==> src/rtl/vitdp_pkg.sv <==
// Package with constants, types and helpers of the punctured Viterbi decoder.
package vitdp_pkg;
	localparam int ConstraintLen = 5;
	localparam int NumSt = 1 << (ConstraintLen - 1);
	localparam int StW = ConstraintLen - 1;
	localparam int MaxSteps = 256;
	localparam int StepW = $clog2(MaxSteps);
	localparam int CntW = $clog2(MaxSteps + 1);
	localparam int GenW = 5;
	localparam int MetricW = 8;
	localparam logic [MetricW-1:0] MetricMax = 8'd255;
	localparam logic [GenW-1:0] GenFirstReset = 5'd19;
	localparam logic [GenW-1:0] GenSecondReset = 5'd29;
	localparam logic [0:0] RegGenFirst = 1'b0;
	localparam logic [0:0] RegGenSecond = 1'b1;
	localparam int WordW = 32;
	localparam int ResultLimit = 8;
	localparam logic [StW:0] MinLast = (StW + 1)'(NumSt + 1);
	localparam logic [StW:0] ClearLast = (StW + 1)'(NumSt - 1);

	typedef enum logic [2:0] {
		ST_IDLE,
		ST_ACS,
		ST_WB,
		ST_MIN,
		ST_TB,
		ST_EMIT,
		ST_CLEAR
	} state_t;

	function automatic logic parity5(input logic [GenW-1:0] v);
		return ^v;
	endfunction
endpackage

==> src/rtl/vitdp_metric_ram.sv <==
// Path metric memory: one write port and one registered read port.
module vitdp_metric_ram
	import vitdp_pkg::*;
(
	input  logic               clk,
	input  logic               we,
	input  logic [StW-1:0]     waddr,
	input  logic [MetricW:0]   wdata,
	input  logic [StW-1:0]     raddr,
	output logic [MetricW:0]   rdata
);
	logic [MetricW:0] mem [NumSt];

	always_ff @(posedge clk) begin
		if (we) begin
			mem[waddr] <= wdata;
		end
		rdata <= mem[raddr];
	end
endmodule

==> config.mk <==
export PLATFORM = sky130hd
export DESIGN_NAME = vitdp_metric_ram
export DESIGN_NICKNAME = d
export VERILOG_FILES = /design/src/rtl/vitdp_pkg.sv /design/src/rtl/vitdp_metric_ram.sv
export SDC_FILE = /design/constraint.sdc
export NUM_CORES = 1
export LEC_CHECK = 0
export ABC_AREA = 1
export BUFFER_PORTS_ARGS = -buffer_cell sky130_fd_sc_hd__buf_2
export CORE_ASPECT_RATIO = 2
export CORE_UTILIZATION = 30
export CTS_CLUSTER_DIAMETER = 100
export DETAILED_ROUTE_END_ITERATION = 8
export PLACE_DENSITY = 0.5
export SETUP_SLACK_MARGIN = 0.02
export SLEW_MARGIN = 20
export SYNTH_ARGS = -nofsm -noshare
export SYNTH_HDL_FRONTEND = slang
export SYNTH_SLANG_ARGS = --single-unit
==> constraint.sdc <==
create_clock -name clk -period 1.75 [get_ports clk]
set_clock_uncertainty 0.2 [all_clocks]
set_input_delay 0.175 -clock clk [delete_from_list [all_inputs] [get_ports clk]]
set_output_delay 0.175 -clock clk [all_outputs]
set_load 0.05 [all_outputs]
==> summary.md, run 1 <==
| Metric | Value |
|---|---|
| Status | complete, no violations |
| Top Ports | 28 |
| Crit path from | raddr[2] |
| Most common cell after layout, fill and taps aside | nand2_1 |
| Final GP Congestion | between 0.7 and 0.8 |
| Synth Warn # | 0 |
| Minimum clock period | 1.57 ns |
| Routed via count | 4179 |
| Cell taking the most area after synthesis | edfxtp_1 |
| Final Slew Violations | 0 |
| Slew @ Worst Pin | 0.458 ns |
| Combinational power share | approximately 7.2% |
| Die Y | 210 microns |
| Sw Ratio | 21.8% |
| Peak supply drop | roughly 0.43 mV |
| Clk slew on worst S/H paths | around 0.06 ns |
| Worst reg2reg setup slack | 0.51 ns |
| GRT Resource Usage Total | roughly 15% |
| DRT met1 WL | 5.62 mm |
| Drt wl/cell | between 15 and 20 microns |
| Final wirelength | 15.1 mm |
| Routed Antenna Nets | 0 |
| Synth Area per Inst | 10.6 sq um |
| Port buffer count | 27 |
| Critical path class | primary input to flip-flop |
| Top cells by area, synth | edfxtp_1, nand2_1, nand3_1 |
| Layout cells sized above 1 | between 10 and 15% |
| Largest net degree at the start of global routing | between 70 and 80 |
| Die W | 106 microns |
| Vias in the first global route | 4276 |
| Fmax | between 600 and 700 MHz |
| Clk buf depth | 2 |
| Clock network power share | 41.4% |
| FF+latch area | approximately 4500 sq um |
| DP HPWL | 10.2 mm |
| Register area share after synthesis | between 60% and 70% |
| Pint | about 6.3 mW |
| Routed met3 length | 483 microns |
| P_leak | about 3.3 nW |
| Arrival time at the worst endpoint | 1.68 ns |
| Max-cap viol count | 0 |
| Post-CTS repair timing setup buffer count | 0 |
| Post-synth cell types | 14 |
| Core Util, Final | 36.0% |
| Placed Cells | 910 |
| Drt initial violations | a little under 300 |
| Hold slack final | 0.189 ns |
| Worst-path fanout max | 18 |
| Core box area | about 21000 sq um |
| Fin area | 7610 sq um |
| Power density cells | between 1000 and 1500 nW/um^2 |
| R2r worst-path depth | 6 |
| Crit start category | primary input |
| Die ar. | ~22000 sq um |
| Met2 wire len | 8.67 mm |
| ANT cells | 0 |
| Setup-failing EPs final | 0 |
| Post-Place Setup Slack | 0.155 ns |
| Worst R2R Start | mem[6][8]$_DFFE_PP_ |
| Fill cells | 2077 |
| Hold crit path type | primary input to flip-flop |
| Fin worst setup slack | 0.175 ns |
| Crit end category | flip-flop |
| P&R area growth vs syn | 17.0% |
| DR vias/cell | 4.39 |
| Synth Register Bits | 153 |
| Starting Density | 30.8% |
| Remaining DRCs | 0 |
| Worst slew margin | 69.5% |
| CP required | between 1.5 and 2 ns |
| R2R Path End | rdata[8]$_DFF_P_ |
| Number of hold buffers added after CTS | 11 |
| Fin cells | between 900 and 1000 |
| RSZ-0062 raised after global routing | no |
| Period utilization | around 90% |
| GRT overflow | 0 |
| Psw | 1.75 mW |
| Post-synth top area share | 66.5% |
| Post_cts resized | 0 |
| Initial antenna violation count | 0 |
| Num CTS Buffers | 17 |
| Sink Count | 153 |
| Part of the power in registers | 51.4% |
| First-pass GRT wire length | roughly 23 mm |
| Post-Synthesis Cells | 615 |
| Uppermost layer routed | met4 |
| Placed inst area | 6970 sq um |
| CTS tree | built |
| Most frequent cells in the layout | nand2_1, edfxtp_1, inv_1 |
| H-tree depth | 4 |
| Tot Pwr | 8.03 mW |
| Rows | 75 |
| Detailed Routing Iterations Pass 1 | 4 |
| Skew-Pair Late Insertion Delay | 0.42 ns |
| Syn_nets | 634 |
| CTS root buffer | clkbuf_16 |
| CP endpoint | rdata[3]$_DFF_P_ |
| Multi-input logic area | 1350 sq um |
| Setup TNS | 0 ns |
| Nets | between 600 and 700 |
| Mapped cell area | 6500 sq um |
| Final hold viol count | 0 |
-- cell families after synthesis --
kind of cell	Yosys count	share of synthesized area (%)
buffers and inverters	140	9.93
DFF	153	69.3
and+or+nand+nor	322	20.8
-- area by class of cell --
cell class,count,area share [%]
multi-input combinational,322,17.8
sequential,153,59.2
timing repair buffer,63,5.85
clock inverter,4,0.625
clock buffer,28,6.39
inverter,114,5.75
tap,269,4.42
-- critical path, stage by stage --
cell,delay (ns)
dlygate4sd3_1,0.53
buf_2,0.20
inv_2,0.33
nand3_1,0.20
nand3_1,0.13
nand2_1,0.09
-- power by group through the flow --
stage | clock [mW] | combinational [mW] | sequential [mW]
6_report | 3.33 | 0.579 | 4.13
5_1_grt | 3.53 | 0.646 | 4.13
4_1_cts | 3.39 | 0.592 | 4.13
3_5_place_dp | 0 | 0.571 | 4.21
3_3_place_gp | 0 | 0.566 | 4.21
2_1_floorplan | 0 | 0.297 | 4.28
-- state kept, by name, indices dropped and copies added (netlist names) --
register,count
mem,144
rdata,9
-- per-layer routing --
metal	vias to the layer above	global-route usage [%]
met5	-	0
met4	0	8.38
met3	20	3.06
met2	85	27.3
met1	1985	14.7
li1	2089	-
-- how the worst min path moves through the flow --
stage / start / to / slack [ns] / cells after the start
3_5_place_dp: wdata[7] / mem[14][7]$_DFFE_PP_ / 0.39 / 1
4_1_cts: waddr[0] / mem[5][0]$_DFFE_PP_ / 0.17 / 4
3_3_place_gp: wdata[7] / mem[12][7]$_DFFE_PP_ / 0.38 / 1
6_report: raddr[1] / rdata[2]$_DFF_P_ / 0.19 / 6
5_1_grt: waddr[0] / mem[1][8]$_DFFE_PP_ / 0.21 / 4
2_1_floorplan: wdata[0] / mem[0][0]$_DFFE_PP_ / 0.07 / 0
-- synth_stat cells, drive strengths merged --
library cell / count
buf: 26
clkinv: 1
dfxtp: 9
edfxtp: 144
inv: 113
nand2: 194
nand3: 109
nand3b: 2
nor2: 17
(Power assumes the default switching activity.)
==> run 2: changes to the inputs <==
--- a/config.mk
+++ b/config.mk
@@ -7,13 +7,16 @@
 export LEC_CHECK = 0
 export ABC_AREA = 1
 export BUFFER_PORTS_ARGS = -buffer_cell sky130_fd_sc_hd__buf_2
+export CELL_PAD_IN_SITES_DETAIL_PLACEMENT = 1
+export CELL_PAD_IN_SITES_GLOBAL_PLACEMENT = 2
 export CORE_ASPECT_RATIO = 2
 export CORE_UTILIZATION = 30
 export CTS_CLUSTER_DIAMETER = 100
 export DETAILED_ROUTE_END_ITERATION = 8
-export PLACE_DENSITY = 0.5
+export PLACE_DENSITY = 0.66
 export SETUP_SLACK_MARGIN = 0.02
 export SLEW_MARGIN = 20
 export SYNTH_ARGS = -nofsm -noshare
 export SYNTH_HDL_FRONTEND = slang
 export SYNTH_SLANG_ARGS = --single-unit
+export TNS_END_PERCENT = 10
==> summary.md, run 2 (synthesized netlist as in run 1, its figures left out) <==
| Metric | Value |
|---|---|
| Crit-path slowest cell | dfxtp_1 |
| Largest register FFs | 144 |
| Initial antenna violation count | 0 |
| First-pass GRT wire length | 26.6 mm |
| Remaining DRCs | 0 |
| Slew @ Worst Pin | 0.502 ns |
| Critical path's top delay family | flip-flops |
| FF+latch area | around 4500 sq um |
| GRT overflow | 0 |
| CP required | about 1.4 ns |
| Critical path class | flip-flop to output pin |
| Top Ports | 28 |
| Layout cells sized above 1 | approximately 13% |
| Clk buf depth | 2 |
| Crit end category | output pin |
| Drt initial violations | approximately 180 |
| Period utilization | 82.0% |
| Core box area | 21100 sq um |
| Vias in the first global route | 4660 |
| Crit-path cells | buf_2 |
| Nets | around 690 |
| Die ar. | roughly 22000 sq um |
| Final wirelength | 17.2 mm |
| Power density cells | 1110 nW/um^2 |
| Critical Path Max Stage Delay | 0.35 ns |
| Routed via count | around 4400 |
| Clk slew on worst S/H paths | 0.06 ns |
| Minimum clock period | 1.44 ns |
| Skew-Pair Late Insertion Delay | approximately 0.43 ns |
| Setup-failing EPs final | 0 |
| Largest registers | mem: 144 flops, rdata: 9 flops |
| Arrival time at the worst endpoint | 1.06 ns |
| Max-cap viol count | 0 |
| Buf+Inv Stages, Crit Path | 1 |
| R2r worst-path depth | 6 |
| Port buffer count | 27 |
| Fill cells | 2348 |
| Status | complete, no violations |
| Placed inst area | 7000 sq um |
| Fin area | 7740 sq um |
| Final GP Congestion | 0.751 |
| Setup TNS | 0 ns |
| Multi-input logic area | 1350 sq um |
| Starting Density | 30.8% |
| Worst-path fanout max | 1 |
| Post-CTS repair timing setup buffer count | 0 |
| Most common cell after layout, fill and taps aside | nand2_1 |
| R2R Path End | rdata[4]$_DFF_P_ |
| Fmax | 697 MHz |
| H-tree depth | 4 |
| Hold crit path type | primary input to flip-flop |
| Hold path cells | 5 |
| Sink Count | 153 |
| Worst Hold Launch | raddr[2] |
| Most flops, register | mem |
| Final Slew Violations | 0 |
| Worst R2R Start | mem[7][4]$_DFFE_PP_ |
| Peak supply drop | slightly below 0.4 mV |
| Die W | 106 microns |
| Drt wl/cell | 18.0 microns |
| Largest net degree at the start of global routing | 45 |
| Worst reg2reg setup slack | ~0.52 ns |
| CTS tree | built |
| Routed Antenna Nets | 0 |
| P&R area growth vs syn | 19.0% |
| Detailed Routing Iterations Pass 1 | 6 |
| Hold slack final | 0.0980 ns |
| DR vias/cell | 4.60 |
| CTS root buffer | clkbuf_16 |
| GRT Resource Usage Total | 16.7% |
| ANT cells | 0 |
| Num CTS Buffers | 17 |
| Hold EP | rdata[3]$_DFF_P_ |
| Most frequent cells in the layout | nand2_1, edfxtp_1, inv_1 |
| RSZ-0062 raised after global routing | no |
| Final hold viol count | 0 |
| Crit start category | flip-flop |
| DP HPWL | 11.4 mm |
| Worst slew margin | 66.6% |
| P_leak | 3.32 nW |
| Rows | 75 |
| Die Y | 210 microns |
run 2: area by class of cell:
| type | instances | area share [%] |
|---|---|---|
| clock buffer | 23 | 7.02 |
| clock inverter | 9 | 1.23 |
| tap | 269 | 4.35 |
| inverter | 114 | 5.66 |
| sequential | 153 | 58.2 |
| timing repair buffer | 65 | 6.08 |
| multi-input combinational | 322 | 17.5 |
run 2: power by group:
group | internal (mW) | leakage [nW] | switching (mW) | total, mW
sequential | 4.10 | 1.38 | 0.0250 | 4.12
clock | 2.35 | 0.315 | 1.48 | 3.83
combinational | 0.171 | 1.63 | 0.441 | 0.612
run 2: repair_timing:
item	in CTS	in global routing
gates resized for setup	0	0
hold endpoints to repair	147	0
hold buffers	10	0
run 2: worst max-delay path by stage:
stage                                 from                   end  slack [ns]  cells past startpoint
final                     rdata[6]$_DFF_P_              rdata[6]        0.31                      1
after global routing              raddr[3]      rdata[1]$_DFF_P_        0.28                      5
after detailed placement          raddr[0]      rdata[7]$_DFF_P_        0.11                      8
after CTS                 rdata[6]$_DFF_P_              rdata[6]        0.28                      1
after floorplan                   waddr[2]  mem[10][0]$_DFFE_PP_        0.38                      2
after global placement            raddr[0]      rdata[1]$_DFF_P_        0.15                      8
run 2: stage by stage:
step	cells	power [mW]	utilization, %	setup WS [ns]
after global placement	913	4.79	33.2	0.146
final	955	8.57	36.7	0.314
after global routing	955	8.83	36.7	0.282
after CTS	955	8.66	36.7	0.282
after floorplan	615	4.57	-	0.379
after detailed placement	913	4.81	33.2	0.112
run 2: layer usage:
layer / up-vias / wire, microns / global-route usage [%]
li1: 2095 / - / -
met1: 2194 / 6520 / 17.0
met2: 75 / 9640 / 31.9
met3: 28 / 520 / 3.62
met4: 0 / 475 / 7.18
met5: - / 0 / 0
==> run 3: changes to the inputs <==
==> constraint.sdc (replaced) <==
create_clock -name clk -period 1.4 [get_ports clk]
set_clock_uncertainty 0.2 [all_clocks]
set_input_delay 0.14 -clock clk [delete_from_list [all_inputs] [get_ports clk]]
set_output_delay 0.14 -clock clk [all_outputs]
set_load 0.05 [all_outputs]
==> summary.md, run 3 (synthesized netlist as in run 1, its figures left out) <==
| Metric | Value |
|---|---|
| Status | complete, no violations |
| Worst Hold Launch | raddr[1] |
| Final Slew Violations | 0 |
| Hold EP | rdata[5]$_DFF_P_ |
| Critical path class | flip-flop to output pin |
| Peak supply drop | around 0.82 mV |
| Vias in the first global route | between 4000 and 5000 |
| Post-CTS repair timing setup buffer count | 0 |
| First-pass GRT wire length | 26.9 mm |
| Die ar. | 22300 sq um |
| Buf+Inv Stages, Crit Path | 1 |
| Worst slew margin | 74.2% |
| Worst reg2reg setup slack | 0.20 ns |
| Detailed Routing Iterations Pass 1 | 4 |
| Layout cells sized above 1 | 14.4% |
| ANT cells | 0 |
| Period utilization | 96.1% |
| P&R area growth vs syn | 21.4% |
| Placed Cells | a little over 900 |
| Nets | 701 |
| Max-cap viol count | 0 |
| Clk slew on worst S/H paths | 0.06 ns |
| Crit-path cells | buf_4 |
| Psw | 2.50 mW |
| Critical Path Max Stage Delay | 0.36 ns |
| Fmax | 743 MHz |
| Arrival time at the worst endpoint | approximately 1.0 ns |
| Largest net degree at the start of global routing | 46 |
| Core Util, Final | 37.4% |
| Drt wl/cell | ~18 microns |
| Drt initial violations | 199 |
| Sink Count | ~150 |
| Fin area | 7890 sq um |
| Largest registers | mem: 144 flops, rdata: 9 flops |
| Routed via count | 4349 |
| Remaining DRCs | 0 |
| Crit-path slowest cell | dfxtp_1 |
| Core box area | 21100 sq um |
| Critical path's top delay family | flip-flops |
| CTS root buffer | clkbuf_16 |
| Port buffer count | 27 |
| Pint | 8.07 mW |
| Clk buf depth | 2 |
| Most frequent cells in the layout | nand2_1, edfxtp_1, inv_1 |
| Die W | approximately 110 microns |
| Largest register FFs | about 140 |
| Slew @ Worst Pin | 0.387 ns |
| Fin cells | between 900 and 1000 |
| DP HPWL | approximately 12 mm |
| Skew-Pair Late Insertion Delay | roughly 0.43 ns |
| Power density cells | approximately 1300 nW/um^2 |
| Most flops, register | mem |
| Crit path from | rdata[6]$_DFF_P_ |
| Part of the power in registers | 48.7% |
| Tot Pwr | 10.6 mW |
| Worst-path fanout max | 1 |
| Combinational power share | 7.7% |
| R2R Path End | rdata[8]$_DFF_P_ |
| Setup-failing EPs final | 0 |
| Hold crit path type | primary input to flip-flop |
| Crit start category | flip-flop |
| Die Y | 210 microns |
| Minimum clock period | 1.35 ns |
| Hold path cells | 6 |
| Rows | 75 |
| CTS tree | built |
| Final wirelength | approximately 17 mm |
| Initial antenna violation count | 0 |
| Crit end category | output pin |
| Clock network power share | 43.6% |
| P_leak | 3.37 nW |
| Top Ports | 28 |
| GRT Resource Usage Total | between 15 and 20% |
| Starting Density | 30.8% |
| Final GP Congestion | 0.760 |
| Routed Antenna Nets | 0 |
| Final hold viol count | 0 |
| GRT overflow | 0 |
| R2r worst-path depth | 6 |
| Most common cell after layout, fill and taps aside | nand2_1 |
| Sw Ratio | 23.6% |
| DR vias/cell | 4.51 |
| Num CTS Buffers | 17 |
| CP required | 1.06 ns |
| Setup TNS | 0 ns |
| RSZ-0062 raised after global routing | yes |
| Worst R2R Start | mem[7][8]$_DFFE_PP_ |
| Placed inst area | 7170 sq um |
| H-tree depth | 4 |
[run 3: final cells by class]
class                      count  area [sq um]
sequential                   153          4510
tap                          269           337
fill                        2363         13200
inverter                     114           438
multi-input combinational    322          1350
clock inverter                13           131
timing repair buffer          74           654
clock buffer                  19           475
[run 3: tightest hold or removal path: stages]
cell and delay, ns:
buf_2 0.14, inv_4 0.09, nand3_1 0.09, nand3_1 0.07, nand3_1 0.07, nand2_1 0.06
[run 3: through the flow]
step	hold slack, ns	setup WS, ns
5_1_grt	0.108	0.0151
6_report	0.0802	0.0546
3_3_place_gp	0.337	-0.0704
3_5_place_dp	0.355	-0.0864
4_1_cts	0.0581	0.0233
2_1_floorplan	0.0389	0.0638
[run 3: power groups by stage]
stage                     logic, mW  clock network, mW  registers, mW
after floorplan               0.372                  0           5.35
after global placement        0.784                  0           5.25
after detailed placement      0.800                  0           5.25
after CTS                     0.835               4.71           5.15
after global routing          0.907               4.90           5.16
final                         0.816               4.61           5.15
[run 3: per-layer routing]
metal | routed length, microns | track usage (%) | share of wire (%)
met5 | 0 | 0 | 0
met2 | 9990 | 31.9 | 59
met3 | 436 | 3.65 | 2.6
met1 | 6430 | 17.2 | 38
met4 | 136 | 7.66 | 0.80
[run 3: worst max-delay path by stage]
stage,endpoint,slack [ns],depth (start not counted)
CTS,rdata[0],0.02,1
detailed placement,rdata[8]$_DFF_P_,-0.09,7
floorplan,mem[10][0]$_DFFE_PP_,0.06,2
finish,rdata[6],0.05,1
global placement,rdata[4]$_DFF_P_,-0.07,8
global route,rdata[6],0.02,1
[run 3: timing repair]
item,in CTS,in global routing
setup endpoints to repair,4,3
hold endpoints to repair,151,0
hold buffers,10,0
cloned,0,0
gates resized for setup,6,1
